==> src/sv/glmrs_pkg.sv <==
// Shared types, widths and helpers of the grid local minimum risk sum unit.
package glmrs_pkg;

    localparam int HEIGHT_W   = 4;
    localparam int CFG_W      = 8;
    localparam int RISK_W     = 18;
    localparam int COUNT_W    = 15;
    localparam int IN_TDATA_W = 8;
    localparam int OUT_TDATA_W = 40;
    localparam int OUT_PAD_W  = OUT_TDATA_W - RISK_W - COUNT_W;
    localparam int SLOT_N     = 3;

    localparam logic [RISK_W-1:0]  RISK_MAX  = '1;
    localparam logic [COUNT_W-1:0] COUNT_MAX = '1;

    // Configuration register indexes
    localparam logic REG_GRID_ROWS = 1'b0;
    localparam logic REG_GRID_COLS = 1'b1;

    typedef logic [HEIGHT_W-1:0] height_t;
    typedef logic [RISK_W-1:0]   risk_t;
    typedef logic [COUNT_W-1:0]  count_t;
    typedef logic [1:0]          slot_t;
    typedef logic [SLOT_N-1:0][HEIGHT_W-1:0] col_slots_t;

    // Control part of a judging token that walks along the cell chain
    typedef struct packed {
        logic  valid;
        logic  judge_mid;   // middle row is judged (implies it exists above the last row)
        logic  mid_above;   // middle row has a row above it
        logic  judge_last;  // arriving row is the last row of the grid
        logic  grid_end;    // token closes a grid
        slot_t slot;        // slot that holds the arriving row
    } glmrs_tok_t;

    // Data carried by a token from one cell to the next
    typedef struct packed {
        height_t left_up;
        height_t left_mid;
        height_t left_arr;
        risk_t   risk;
        count_t  count;
    } glmrs_carry_t;

    typedef struct packed {
        count_t count;
        risk_t  risk;
    } glmrs_res_t;

    function automatic slot_t slot_prev(slot_t s);
        slot_t r;
        case (s)
            2'd0:    r = 2'd2;
            2'd1:    r = 2'd0;
            2'd2:    r = 2'd1;
            default: r = 2'd0;
        endcase
        return r;
    endfunction

    function automatic slot_t slot_next(slot_t s);
        slot_t r;
        case (s)
            2'd0:    r = 2'd1;
            2'd1:    r = 2'd2;
            2'd2:    r = 2'd0;
            default: r = 2'd0;
        endcase
        return r;
    endfunction

    function automatic height_t slot_pick(col_slots_t v, slot_t s);
        height_t r;
        case (s)
            2'd0:    r = v[0];
            2'd1:    r = v[1];
            2'd2:    r = v[2];
            default: r = v[0];
        endcase
        return r;
    endfunction

endpackage

==> src/sv/glmrs_cell.sv <==
// One column cell: three row slots of its column and one stage of the judging chain.
module glmrs_cell #(
    parameter int IDX      = 0,
    parameter int MAX_COLS = 128
) (
    input  logic                                clk,
    input  logic                                rst_n,
    input  logic                                wr_en,
    input  logic [((MAX_COLS > 1) ? $clog2(MAX_COLS) : 1)-1:0] wr_col,
    input  glmrs_pkg::slot_t                    wr_slot,
    input  glmrs_pkg::height_t                  wr_height,
    input  glmrs_pkg::col_slots_t               right_slots,
    output glmrs_pkg::col_slots_t               slots,
    input  glmrs_pkg::glmrs_tok_t               tok_in,
    input  glmrs_pkg::glmrs_carry_t             carry_in,
    input  logic [$clog2(MAX_COLS+1)-1:0]       cols_in,
    output glmrs_pkg::glmrs_tok_t               tok_out,
    output glmrs_pkg::glmrs_carry_t             carry_out,
    output logic [$clog2(MAX_COLS+1)-1:0]       cols_out
);
    import glmrs_pkg::*;

    localparam int   CCW      = $clog2(MAX_COLS + 1);
    localparam int   COL_W    = (MAX_COLS > 1) ? $clog2(MAX_COLS) : 1;
    localparam logic HAS_LEFT = (IDX > 0);

    col_slots_t   slots_reg;
    glmrs_tok_t   tok_reg;
    glmrs_carry_t carry_reg;
    glmrs_carry_t carry_next;
    logic [CCW-1:0] cols_reg;

    slot_t   s_mid;
    slot_t   s_up;
    height_t up;
    height_t mid;
    height_t arr;
    height_t r_up;
    height_t r_mid;
    height_t r_arr;
    logic    in_grid;
    logic    has_right;
    logic    mid_blocked;
    logic    last_blocked;
    logic    low_mid;
    logic    low_last;
    logic [HEIGHT_W:0] add_mid;
    logic [HEIGHT_W:0] add_last;

    // Store the arriving height in this column's slot
    always_ff @(posedge clk)
    begin
        if (wr_en && (wr_col == COL_W'(IDX)))
        begin
            for (int s = 0; s < SLOT_N; s++)
            begin
                if (wr_slot == slot_t'(s))
                    slots_reg[s] <= wr_height;
            end
        end
    end

    assign slots = slots_reg;

    always_comb
    begin
        s_mid = slot_prev(tok_in.slot);
        s_up  = slot_prev(s_mid);
        arr   = slot_pick(slots_reg, tok_in.slot);
        mid   = slot_pick(slots_reg, s_mid);
        up    = slot_pick(slots_reg, s_up);
        r_arr = slot_pick(right_slots, tok_in.slot);
        r_mid = slot_pick(right_slots, s_mid);
        r_up  = slot_pick(right_slots, s_up);

        in_grid   = (CCW'(IDX) < cols_in);
        has_right = ((CCW + 1)'(IDX) + (CCW + 1)'(1) < (CCW + 1)'(cols_in));

        // Middle row: own row, row above when present, arriving row below
        mid_blocked = (HAS_LEFT && (carry_in.left_mid <= mid))
                    | (has_right && (r_mid <= mid))
                    | (tok_in.mid_above && ((HAS_LEFT && (carry_in.left_up <= mid))
                                            | (up <= mid)
                                            | (has_right && (r_up <= mid))))
                    | (HAS_LEFT && (carry_in.left_arr <= mid))
                    | (arr <= mid)
                    | (has_right && (r_arr <= mid));

        // Last row: own row and the middle row above it when there is one
        last_blocked = (HAS_LEFT && (carry_in.left_arr <= arr))
                     | (has_right && (r_arr <= arr))
                     | (tok_in.judge_mid && ((HAS_LEFT && (carry_in.left_mid <= arr))
                                             | (mid <= arr)
                                             | (has_right && (r_mid <= arr))));

        low_mid  = tok_in.valid && tok_in.judge_mid && in_grid && !mid_blocked;
        low_last = tok_in.valid && tok_in.judge_last && in_grid && !last_blocked;

        add_mid  = low_mid  ? ((HEIGHT_W + 1)'(mid) + (HEIGHT_W + 1)'(1)) : '0;
        add_last = low_last ? ((HEIGHT_W + 1)'(arr) + (HEIGHT_W + 1)'(1)) : '0;

        carry_next.left_up  = up;
        carry_next.left_mid = mid;
        carry_next.left_arr = arr;
        carry_next.risk     = carry_in.risk + RISK_W'(add_mid) + RISK_W'(add_last);
        carry_next.count    = carry_in.count + COUNT_W'(low_mid) + COUNT_W'(low_last);
    end

    // Advance the token one column
    always_ff @(posedge clk or negedge rst_n)
    begin
        if (!rst_n)
            tok_reg <= '0;
        else
            tok_reg <= tok_in;
    end

    always_ff @(posedge clk)
    begin
        carry_reg <= carry_next;
        cols_reg  <= cols_in;
    end

    assign tok_out   = tok_reg;
    assign carry_out = carry_reg;
    assign cols_out  = cols_reg;

endmodule

==> config.mk <==
export PLATFORM = sky130hd
export DESIGN_NAME = glmrs_cell
export DESIGN_NICKNAME = d
export VERILOG_FILES = /design/src/sv/glmrs_pkg.sv /design/src/sv/glmrs_cell.sv
export SDC_FILE = /design/constraint.sdc
export NUM_CORES = 1
export LEC_CHECK = 0
export BUFFER_PORTS_ARGS = -buffer_cell sky130_fd_sc_hd__buf_2
export CAP_MARGIN = 20
export CORE_MARGIN = 4
export CORE_UTILIZATION = 44
export CTS_CLUSTER_DIAMETER = 40
export CTS_CLUSTER_SIZE = 28
export DETAILED_ROUTE_END_ITERATION = 8
export PLACE_DENSITY = 0.77
export SYNTH_ARGS = -nofsm -noshare
export SYNTH_HDL_FRONTEND = slang
export SYNTH_SLANG_ARGS = --single-unit
==> constraint.sdc <==
create_clock -name clk -period 4.05 [get_ports clk]
set_input_delay 0.405 -clock clk [delete_from_list [all_inputs] [get_ports clk]]
set_output_delay 0.405 -clock clk [all_outputs]
set_load 0.05 [all_outputs]
# Yosys cells after proc, flatten, opt, wreduce, memory -nomap -nowiden
# Index checks and enable logic that the tools add are counted.
# Widths: inputs -> output; s select.
# totals
inputBits,88
register_bits,72
out_inout_bits,72
wordCells,78
# op_classes
n_eq_ne,8
magnitude_cmp,10
n_addsub,6
n_bitwise,6
n_mux,10
n_reduce_logical,23
# ops
cell,n
$pmux 4 s2,6
$add 18x5->18,2
$le 4x4->1,8
$add 15x1->15,2
$lt 1x8->1 const A,2
$logic_and 1x1->1,14
$add 4x1->5 const B,2
$mux 5,2
$eq 2x1->1 const B,4
$eq 2x2->1 const B,4
$pmux 2 s2,2
$logic_not 7->1,1
$logic_not 2->1,3
$or 1x1->1,6
$reduce_and 2->1,3
$logic_not 1->1,2

# Depth between registers and ports, before layout
# Gate-level depths: netlist (run 1).
# logic_depth
ltp_word,18
ltp_mapped,25
mapped_depth_nobuf,24

# Worst setup path after synthesis (run 1)
# Ideal clock, no wire load.
# synth_timing
path_kind,input port to flip-flop
start,in tok_in[0] (netlist name)
end,reg carry_reg (netlist bit carry_out[32])
setup_ps,118
required_ps,3932
slack_ps,-722
stages,22
path_buffers,1
arrival_time_ps,4653
cell_sequence,inv_1 > ha_1 > buf_6 > a22o_1 > a21oi_1 > ha_1 > nor2b_1 > o211ai_1 > a21oi_1 > nor3_1 > o41ai_4 > and3_1 > fa_1 > ha_1 > inv_1 > fa_1 > nor2b_1 > o21a_1 > o21ai_0 > a21oi_1 > nand4_1 > xnor2_1
# synth_lines
element,line_no,rtl
start: declaration,glmrs_cell.sv:14,"input glmrs_pkg::glmrs_tok_t tok_in,"
end signal: assignment,glmrs_cell.sv:120,carry_reg <= carry_next;
end: declaration,glmrs_cell.sv:29,glmrs_carry_t carry_reg;

==> out/metrics.cfg, run 1 <==
[floorplanning]
start_util_pct = 45.8
num_rows = 33
dieWidth_um = 101
fp.dieH_um = 101
io_pins = 160
die_area_um2 = 10200
design.core.area_um2 = 8340

[status]
violations = negative setup slack
status = finished with violations

[route]
vias = 3950
drc = 0
wl_per_cell_um = 16.7
detail-route-antenna-nets = 0
drt_iter0_drc = 191
dr.pass1.iters = 5
vias_per_cell = 5.25
routed_wl_um = 12500

[clocking]
numCtsBuffers = 9
cts_root_buf = clkbuf_8
clock_path_buffers = 2
cts_tree = built
path_clk_slew_ps = 80
clock_sinks = 72
clk_latency_ps = 350
cts_max_level = 3

[logic_synthesis]
synth_edf_count = 12
syn_nets = 523
syn_avg_cell_area_um2 = 9.75
ys_types = 46
synthesis.area_um2 = 3820
async_flop_share_pct = 9.72
ys_seq_area_share_pct = 41.8
syn-instance-count = 392
synthFlopType = dfxtp_1
synth-seq-cells = 72
synth_top_cell_by_area = dfxtp_1
synth_top_area_share_pct = 27.8
ys_top_cells_by_area = dfxtp_1 (28%), ha_1 (12%), edfxtp_1 (9.4%)
synth_warnings = 0

[grt]
grt_pass1_wl_um = 18300
grt_pass1_vias = 3969
antenna_found_initial = 0
grtUsageTotal_pct = 22.6
grt-ovfl-total = 0
grt_max_degree = 13

[power_and_ir_drop]
p_per_area_nw_per_um2 = 346
ir_worst_vdd_v = 0.000164
p_leak_nw = 2.89

[placement]
place_area_um2 = 5330
dp.cells = 708
place.port_buffers = 147
gp_congestion = 0.847
place_hpwl_um = 8550

[timing]
setup_violations = 14
hold_viol = 0
skew_ps = 11.6
drv_slew = 0
rsz0062_at_grt = true
period_share_pct = 112
period_needed_ps = 4520
holdWs_ps = 158
worst_slew_pin_slew_ps = 670
finalWorstSetupSlack_ps = -469
fmax_mhz = 221
relSlewSlack_pct = 55.2

[critical_path]
critPathTopFamily = adder cells
cp.required_ps = 4300
worst-setup-path-type = reg -> reg
critPathSlowestCell = fa_1
crit_chain = buf_4 -> a22o_1 -> a21oi_4 -> buf_12 -> buf_12 -> inv_4 -> ha_4 -> a21oi_2 -> maj3_2 -> o21ai_2 -> buf_4 -> nor3_4 -> and3_4 -> fa_1 -> ha_2 -> inv_2 -> fa_2 -> nor2b_1 -> o21a_1 -> o21ai_2 -> a21oi_4 -> nand4_1 -> xnor2_1
cpPeakStageDelay_ps = 510
reg2reg_from = slots[9]
crit_fanout = 5
cp-end-kind = register
critPathLaunch = slots[9]
crit_path_start_kind = register
arrival_ps = 4770
path_buf_inv = 6

[flow_run]
cap_violations = 0

[layout]
area_growth_pct = 57.9
multi_input_area_um2 = 2380
final_layout_size_suffix_gt1_share_pct = 51.5
fill_cells = 603
nets = 774
n_antenna_cell = 0
seq_area_um2 = 1600
instances_no_fill = 752
post-route-util_pct = 72.4
largest_reg_flops = 45
final_area_um2 = 6030

[worst_hold_path]
hold_class = in -> reg
hold_start = tok_in[2]

Yosys cell counts (2+ instances only):
cell type,number
o21ai_0,12
fa_1,7
a21boi_0,2
o211ai_1,2
nor2_1,22
nor3_1,6
a21o_1,2
nand2_1,33
nor3b_1,4
a22oi_1,15
xor2_1,7
inv_1,37
buf_6,2
xnor2_1,27
dfxtp_1,53
nor4_1,2
nand3_1,15
buf_2,2
maj3_1,2
and4_1,2
o21a_1,5
a221o_1,2
nor2b_1,6
and3_1,10
edfxtp_1,12
clkbuf_1,4
and2_1,2
nand4_1,8
dfrtp_1,7
nand2b_1,2
a21oi_1,26
ha_1,36
a22o_1,5
kinds of logic after synthesis:
family          after synthesis  share of synthesized area, %
simple gates                117                          15.7
compound gates               77                          13.6
flops                        72                          41.8
buf+inv                      46                          4.98
fa+ha+maj                    45                          16.0
xor+xnor                     34                          7.79
mux                           1                         0.262
final cells by class:
type	count	share of cell area (%)
Multi-Input combinational cell	274	39.4
Tap cell	105	2.18
Clock buffer	12	3.11
Sequential cell	72	26.5
Clock inverter	3	0.726
Inverter	38	2.61
Timing Repair Buffer	248	25.5
worst paths after layout:
| kind | endpoint | slack, ps | depth (start not counted) |
|---|---|---|---|
| hold / removal | tok_out[2] | 160 | 1 |
| min in group asynchronous | tok_out[1] | 430 | 2 |
| setup / recovery | carry_out[26] | -470 | 23 |
| hold reg to reg | carry_out[33] | 760 | 3 |
| setup reg to reg | carry_out[26] | -470 | 23 |
| max in group asynchronous | tok_out[5] | 3430 | 2 |
layer usage:
layer | track usage [%] | vias to the layer above | wire [um]
li1 | - | 1870 | -
met1 | 26.9 | 1834 | 4790
met2 | 39.8 | 201 | 6420
met3 | 4.48 | 45 | 944
met4 | 9.10 | 0 | 389
met5 | 0 | - | 0
metrics by stage:
step	setup slack (ps)	TNS (ps)	power [mW]
finish	-469	-5380	2.09
global route	-614	-7540	2.18
CTS	-250	-1780	2.05
detailed placement	-744	-8040	1.38
global placement	-647	-6650	1.36
floorplan	-271	-1890	1.17
where the power goes:
part,internal [mW],switching [mW],total (mW)
clock network,0.374,0.269,0.643
logic,0.262,0.404,0.666
registers,0.769,0.00979,0.779
worst register-to-register path, cell delays in order (launching register included):
cell and delay (ps):
edfxtp_1 390, buf_4 150, a22o_1 230, a21oi_4 180
buf_12 130, buf_12 100, inv_4 40, ha_4 260
a21oi_2 60, maj3_2 320, o21ai_2 150, buf_4 140
nor3_4 50, and3_4 160, fa_1 510, ha_2 210
inv_2 50, fa_2 370, nor2b_1 120, o21a_1 180
o21ai_2 110, a21oi_4 210, nand4_1 150, xnor2_1 150
layout by cell type, fill, tap and decap left out, drive strengths merged, types with 2 or more instances in the layout:
cell / instances
buf: 247
dfxtp: 53
inv: 39
ha: 36
nand2: 33
xnor2: 27
a21oi: 26
nor2: 23
nand3: 15
a22oi: 15
o21ai: 13
edfxtp: 12
clkbuf: 12
and3: 10
nand4: 8
xor2: 7
dfrtp: 7
nor3: 7
fa: 7
nor2b: 6
a22o: 5
o21a: 5
nor3b: 5
and2: 3
nor4: 2
maj3: 2
o211ai: 2
nand2b: 2
a221o: 2
a21o: 2
a21boi: 2
and4: 2
repair_timing:
item / CTS / global route
endpoints found under the setup margin: 13 / 14
setup buffers: 17 / 12
resized for setup: 23 / 23
hold buffers: 1 / 0
pin swaps: 24 / 34
hold endpoints to repair: 7 / 0
(Power assumes the default switching activity.)
==> run 2, diff against run 1 <==
--- a/config.mk
+++ b/config.mk
@@ -9,6 +9,7 @@
 export CAP_MARGIN = 20
 export CORE_MARGIN = 4
 export CORE_UTILIZATION = 44
+export CTS_BUF_LIST = sky130_fd_sc_hd__clkbuf_16
 export CTS_CLUSTER_DIAMETER = 40
 export CTS_CLUSTER_SIZE = 28
 export DETAILED_ROUTE_END_ITERATION = 8
==> run 2 against run 1 <==
Effect of this change: the run still ends with negative setup slack left; clock skew down 5.7 ps; hold slack better by 24 ps; worst setup slack better by 51 ps; fmax up 1.1%; non-clock buffer count down 7; die area unchanged; register-to-register slack better by 90 ps; utilization up 0.84 points; cell area up 1.2%; total power up 9.1%; critical endpoint is now carry_out[32]; critical path depth unchanged; largest cell class unchanged.
==> out/metrics.cfg, run 2 (same netlist as run 1, synthesis figures left out) <==
[status]
status = finished with violations  ; unchanged
violations = negative setup slack  ; unchanged

[grt]
grt_pass1_wl_um = 17900  ; was 18300 um
grtUsageTotal_pct = 22.2  ; was 22.6%
grt_pass1_vias = 3870  ; was 3969
grt-ovfl-total = 0  ; unchanged
grt_max_degree = 13  ; unchanged
antenna_found_initial = 0  ; unchanged

[timing]
setup_violations = 13  ; was 14
period_needed_ps = 4470  ; was 4520 ps
period_share_pct = 110  ; was 112%
drv_slew = 0  ; unchanged
skew_ps = 5.91  ; was 11.6 ps
finalWorstSetupSlack_ps = -418  ; was -469 ps
worst_slew_pin_slew_ps = 671  ; was 670 ps
holdWs_ps = 182  ; was 158 ps
relSlewSlack_pct = 55.2  ; about the same
rsz0062_at_grt = true  ; unchanged
hold_viol = 0  ; unchanged
fmax_mhz = 224  ; was 221 MHz

[floorplanning]
design.core.area_um2 = 8340  ; unchanged
dieWidth_um = 101  ; unchanged
fp.dieH_um = 101  ; unchanged
num_rows = 33  ; unchanged
die_area_um2 = 10200  ; unchanged
io_pins = 160  ; unchanged
start_util_pct = 45.8  ; unchanged

[route]
dr.pass1.iters = 5  ; unchanged
drt_iter0_drc = 148  ; was 191
vias = 3843  ; was 3950
vias_per_cell = 5.16  ; was 5.25
routed_wl_um = 12100  ; was 12500 um
detail-route-antenna-nets = 0  ; unchanged
drc = 0  ; unchanged
wl_per_cell_um = 16.2  ; was 16.7 um

[clocking]
clk_latency_ps = 330  ; was 350 ps
cts_max_level = 3  ; unchanged
cts_root_buf = clkbuf_16  ; was clkbuf_8
cts_tree = built  ; unchanged
path_clk_slew_ps = 50  ; was 80 ps
clock_sinks = 72  ; unchanged
numCtsBuffers = 9  ; unchanged
clock_path_buffers = 2  ; unchanged

[layout]
area_growth_pct = 59.8  ; was 57.9%
nets = 767  ; was 774
largest_reg_flops = 45  ; unchanged
layout_common_cells = buf_2 (145), buf_4 (87), dfxtp_1 (53)  ; was buf_2 (145), buf_4 (97), dfxtp_1 (53)
n_antenna_cell = 0  ; unchanged
final_layout_size_suffix_gt1_share_pct = 50.6  ; was 51.5%
final_common_cell = buf_2  ; unchanged
fill_cells = 585  ; was 603

[worst_hold_path]
hold_start = tok_in[2]  ; unchanged
whs_path_depth = 1  ; unchanged
hold_class = in -> reg  ; unchanged
hold_path_end = tok_out[2]  ; unchanged

[critical_path]
reg2reg_depth = 19  ; was 23
crit_chain = buf_12 -> inv_6 -> ha_4 -> buf_4 -> a22o_1 -> a21oi_2 -> buf_4 -> inv_1 -> ha_1 -> nand3_1 -> nor2_1 -> o21ai_2 -> and3_1 -> fa_1 -> ha_4 -> inv_2 -> fa_2 -> nor2b_4 -> o21a_1 -> o21ai_2 -> a21oi_4 -> nand4_1 -> xnor2_1  ; was buf_4 -> a22o_1 -> a21oi_4 -> buf_12 -> buf_12 -> inv_4 -> ha_4 -> a21oi_2 -> maj3_2 -> o21ai_2 -> buf_4 -> nor3_4 -> and3_4 -> fa_1 -> ha_2 -> inv_2 -> fa_2 -> nor2b_1 -> o21a_1 -> o21ai_2 -> a21oi_4 -> nand4_1 -> xnor2_1
cpPeakStageDelay_ps = 550  ; was 510 ps
cp-end-kind = register  ; unchanged
worst-setup-path-type = in -> reg  ; was reg -> reg
reg2reg_slack_ps = -380  ; was -470 ps
critPathTopFamily = adder cells  ; unchanged
cp.required_ps = 4270  ; was 4300 ps
critPathSlowestCell = fa_1  ; unchanged
path_buf_inv = 6  ; unchanged
path_depth = 23  ; unchanged
arrival_ps = 4690  ; was 4770 ps
crit_fanout = 6  ; was 5
r2r-end = carry_out[32]  ; was carry_out[26]
crit_path_start_kind = input pin  ; was register
reg2reg_from = slots[7]  ; was slots[9]

[flow_run]
cap_violations = 0  ; unchanged

[power_and_ir_drop]
p_per_area_nw_per_um2 = 373  ; was 346 nW/um2
ir_worst_vdd_v = 0.000231  ; was 0.000164 V
p_leak_nw = 2.91  ; was 2.89 nW
power_mw = 2.28  ; was 2.09 mW

[placement]
place.port_buffers = 147  ; unchanged
place_hpwl_um = 8550  ; unchanged
gp_congestion = 0.847  ; unchanged

## run 2: changes by cell type in the layout (fill, tap and decap cells not counted), sizes merged
cell    previous run  this run
clkbuf            12        11
clkinv             1         2
buf              247       240
## run 2: final cells by class
class	count	area (um2)	share of cell area, %
tap	105	131	2.15
clock buffer	11	275	4.51
sequential	72	1600	26.2
inverter	38	160	2.62
clock inverter	4	47.5	0.779
timing repair buffer	241	1510	24.8
multi-input combinational	274	2380	39.0
## run 2: what timing repair did
action	in CTS	in global routing
gates resized for setup	26	30
hold buffers	1	0
cloned	0	0
buffers inserted	11	11
setup endpoints to repair	13	14
hold endpoints to repair	7	0
pin swaps	33	27
## run 2: worst reg2reg max path: cells and delay by family (launching register included)
kind,cells,cell delay (ps)
adders and majority gates,4,1390
AOI/OAI and AO/OA,6,1210
and+or+nand+nor,5,820
DFF,1,440
buffers and inverters,3,320
xor gates and xnor gates,1,140
## run 2: metrics by stage
stage | setup WS (ps) | TNS (ps) | cells | cell area (um2) | utilization [%]
after global routing | -570 | -6510 | 745 | 6100 | 73.2
after global placement | -647 | -6650 | 708 | 5330 | 63.9
after floorplan | -271 | -1890 | 392 | 3990 | -
final | -418 | -4320 | 745 | 6100 | 73.2
after CTS | -283 | -1730 | 734 | 5890 | 70.6
after detailed placement | -744 | -8040 | 708 | 5330 | 63.9
## run 2: how the worst max path moves through the flow
stage                          to  slack [ps]  startpoint
global placement    carry_out[32]        -650   tok_in[0]
detailed placement  carry_out[32]        -740   tok_in[0]
global route        carry_out[32]        -570   tok_in[1]
CTS                 carry_out[26]        -280    slots[5]
finish              carry_out[32]        -420   tok_in[1]
floorplan           carry_out[26]        -270   tok_in[0]
## run 2: report_power, final
part / total (mW) / switching, mW / leakage [nW] / internal, mW
registers: 0.779 / 0.00919 / 0.636 / 0.770
logic: 0.662 / 0.399 / 2.11 / 0.263
clock network: 0.838 / 0.291 / 0.160 / 0.547
## run 2: routing by layer
metal	GRT usage, %	up-vias	part of all wire [%]
met4	9.10	0	2.6
met2	38.9	149	51
met3	4.27	29	6.6
li1	-	1859	-
met5	0	-	0
met1	26.8	1806	40
==> run 3, diff against run 2 <==
--- a/config.mk
+++ b/config.mk
@@ -13,7 +13,8 @@
 export CTS_CLUSTER_DIAMETER = 40
 export CTS_CLUSTER_SIZE = 28
 export DETAILED_ROUTE_END_ITERATION = 8
-export PLACE_DENSITY = 0.77
+export PLACE_DENSITY_LB_ADDON = 0.2
+export RECOVER_POWER = 100
 export SYNTH_ARGS = -nofsm -noshare
 export SYNTH_HDL_FRONTEND = slang
 export SYNTH_SLANG_ARGS = --single-unit
==> run 3 against run 2 <==
Effect of this change: the flow still finishes with violations (negative setup slack); die area unchanged; non-clock buffer count decreased by 6; sequential cell count unchanged.
==> out/metrics.cfg, run 3 (same netlist as run 1, synthesis figures left out) <==
[status]
status = finished with violations  ; unchanged
violations = negative setup slack  ; unchanged

[placement]
place_hpwl_um = 8680  ; was 8550 um
gp_congestion = 0.943  ; was 0.847
dp_slack_ps = -979  ; was -744 ps
dp.cells = 703  ; was 708
place.port_buffers = 147  ; unchanged

[power_and_ir_drop]
power_mw = 2.24  ; was 2.28 mW
clock_power_share_pct = 35.9  ; was 36.8%
ir_worst_vdd_v = 0.000228  ; was 0.000231 V
netSwitchingPower_mw = 0.720  ; was 0.699 mW
intPower_mw = 1.52  ; was 1.58 mW
p_per_area_nw_per_um2 = 371  ; was 373 nW/um2
swShare_pct = 32.2  ; was 30.7%
comb_power_share_pct = 29.3  ; was 29.0%
p_leak_nw = 2.86  ; was 2.91 nW
p_seq_share_pct = 34.8  ; was 34.2%

[clocking]
cts_tree = built  ; unchanged
cts_max_level = 3  ; unchanged
cts_root_buf = clkbuf_16  ; unchanged
clock_path_buffers = 2  ; unchanged
path_clk_slew_ps = 60  ; was 50 ps
clock_sinks = 72  ; unchanged
numCtsBuffers = 9  ; unchanged
clk_latency_ps = 340  ; was 330 ps

[critical_path]
crit_fanout = 7  ; was 6
r2r-end = carry_out[28]  ; was carry_out[32]
crit_path_start_kind = input pin  ; unchanged
reg2reg_slack_ps = -310  ; was -380 ps
reg2reg_from = slots[5]  ; was slots[7]
cp-end-kind = register  ; unchanged
worst-setup-path-type = in -> reg  ; unchanged
reg2reg_depth = 23  ; was 19
arrival_ps = 4680  ; was 4690 ps
cp.required_ps = 4280  ; was 4270 ps

[timing]
relSlewSlack_pct = 54.5  ; was 55.2%
finalWorstSetupSlack_ps = -402  ; was -418 ps
setup_violations = 13  ; unchanged
worst_slew_pin_slew_ps = 681  ; was 671 ps
fmax_mhz = 225  ; was 224 MHz
period_needed_ps = 4450  ; was 4470 ps
rsz0062_at_grt = true  ; unchanged
drv_slew = 0  ; unchanged
period_share_pct = 110  ; about the same
hold_viol = 0  ; unchanged
holdWs_ps = 171  ; was 182 ps
skew_ps = 7.66  ; was 5.91 ps

[route]
highest-signal-layer = met4  ; unchanged
wl_met1_um = 4460  ; was 4790 um
routed_wl_um = 11200  ; was 12100 um
wl_per_cell_um = 15.1  ; was 16.2 um
wl_met2_um = 5530  ; was 6180 um
detail-route-antenna-nets = 0  ; unchanged
vias_per_cell = 5.13  ; was 5.16
dr_wl_met3_um = 1010  ; was 802 um
drc = 0  ; unchanged
vias = 3797  ; was 3843
drt_iter0_drc = 213  ; was 148
dr.pass1.iters = 5  ; unchanged

[worst_hold_path]
hold_class = in -> reg  ; unchanged
hold_path_end = tok_out[2]  ; unchanged
hold_start = tok_in[2]  ; unchanged
whs_path_depth = 1  ; unchanged

[layout]
final_layout_size_suffix_gt1_share_pct = 52.0  ; was 50.6%
area_growth_pct = 57.9  ; was 59.8%
post-route-util_pct = 72.4  ; was 73.2%
layout_common_cells = buf_2 (146), buf_4 (82), dfxtp_1 (53)  ; was buf_2 (145), buf_4 (87), dfxtp_1 (53)
final_common_cell = buf_2  ; unchanged
n_antenna_cell = 0  ; unchanged
nets = 761  ; was 767
largest_reg_flops = 45  ; unchanged
seq_area_um2 = 1600  ; unchanged
fill_cells = 587  ; was 585
multi_input_area_um2 = 2420  ; was 2380 um2
instances_no_fill = 740  ; was 745

[grt]
grtUsageTotal_pct = 21.5  ; was 22.2%
grt_max_degree = 15  ; was 13
antenna_found_initial = 0  ; unchanged
grt-ovfl-total = 0  ; unchanged
grt_pass1_vias = 3729  ; was 3870
grt_pass1_wl_um = 17100  ; was 17900 um

[floorplanning]
io_pins = 160  ; unchanged
num_rows = 33  ; unchanged
start_util_pct = 45.8  ; unchanged
fp.dieH_um = 101  ; unchanged
die_area_um2 = 10200  ; unchanged
dieWidth_um = 101  ; unchanged
design.core.area_um2 = 8340  ; unchanged

[flow_run]
cap_violations = 0  ; unchanged

==> run 3: power by group through the flow <==
stage,Combinational [mW],Sequential [mW],Clock [mW]
2_1_floorplan,0.225,0.945,0
3_3_place_gp,0.567,0.794,0
3_5_place_dp,0.579,0.795,0
4_1_cts,0.617,0.780,0.818
5_1_grt,0.706,0.782,0.856
6_report,0.655,0.779,0.803
==> run 3: layout make-up <==
cell class	instances	area share [%]
clock buffer	11	4.56
clock inverter	5	0.539
inverter	38	2.57
multi-input combinational	274	40.0
timing repair buffer	235	23.7
sequential	72	26.5
tap	105	2.18
==> run 3: timing repair <==
| action | in CTS | in global routing |
|---|---|---|
| setup buffers | 12 | 9 |
| gates resized for setup | 41 | 25 |
| pin swaps | 34 | 34 |
| hold buffers | 1 | 0 |
| hold endpoints to repair | 7 | 0 |
| setup endpoints to repair | 13 | 14 |
==> run 3: metal layers <==
layer | track usage, % | up-vias
met4 | 6.54 | 0
met2 | 36.4 | 149
met5 | 0 | -
met1 | 26.1 | 1777
li1 | - | 1852
met3 | 6.82 | 19
==> run 3: worst max path at each step <==
stage | startpoint | to | slack, ps | cells past startpoint
CTS | slots[5] | carry_out[26] | -290 | 19
detailed placement | tok_in[0] | carry_out[26] | -980 | 21
finish | tok_in[1] | carry_out[28] | -400 | 25
global route | tok_in[0] | carry_out[26] | -540 | 25
global placement | tok_in[0] | carry_out[26] | -750 | 21
floorplan | tok_in[0] | carry_out[26] | -270 | 21
==> run 3: metrics by stage <==
step / area [um2] / TNS [ps]
4_1_cts: 5850 / -2660
6_report: 6030 / -3740
5_1_grt: 6030 / -5740
3_3_place_gp: 5290 / -7960
3_5_place_dp: 5290 / -10490
2_1_floorplan: 3990 / -1890
==> run 3: critical path: stages <==
cell and delay [ps]:
buf_8 100, buf_6 110, ha_4 180, buf_4 160
buf_4 150, a22o_1 280, nor2_4 150, buf_4 180
maj3_2 230, a21oi_4 60, o41ai_4 480, buf_4 190
nand3_2 80, fa_2 350, inv_2 80, ha_4 140
inv_2 40, fa_2 400, nor2b_2 130, o21a_1 170
o21ai_2 100, a21oi_4 180, buf_4 140, nand2_1 60
xnor2_1 120
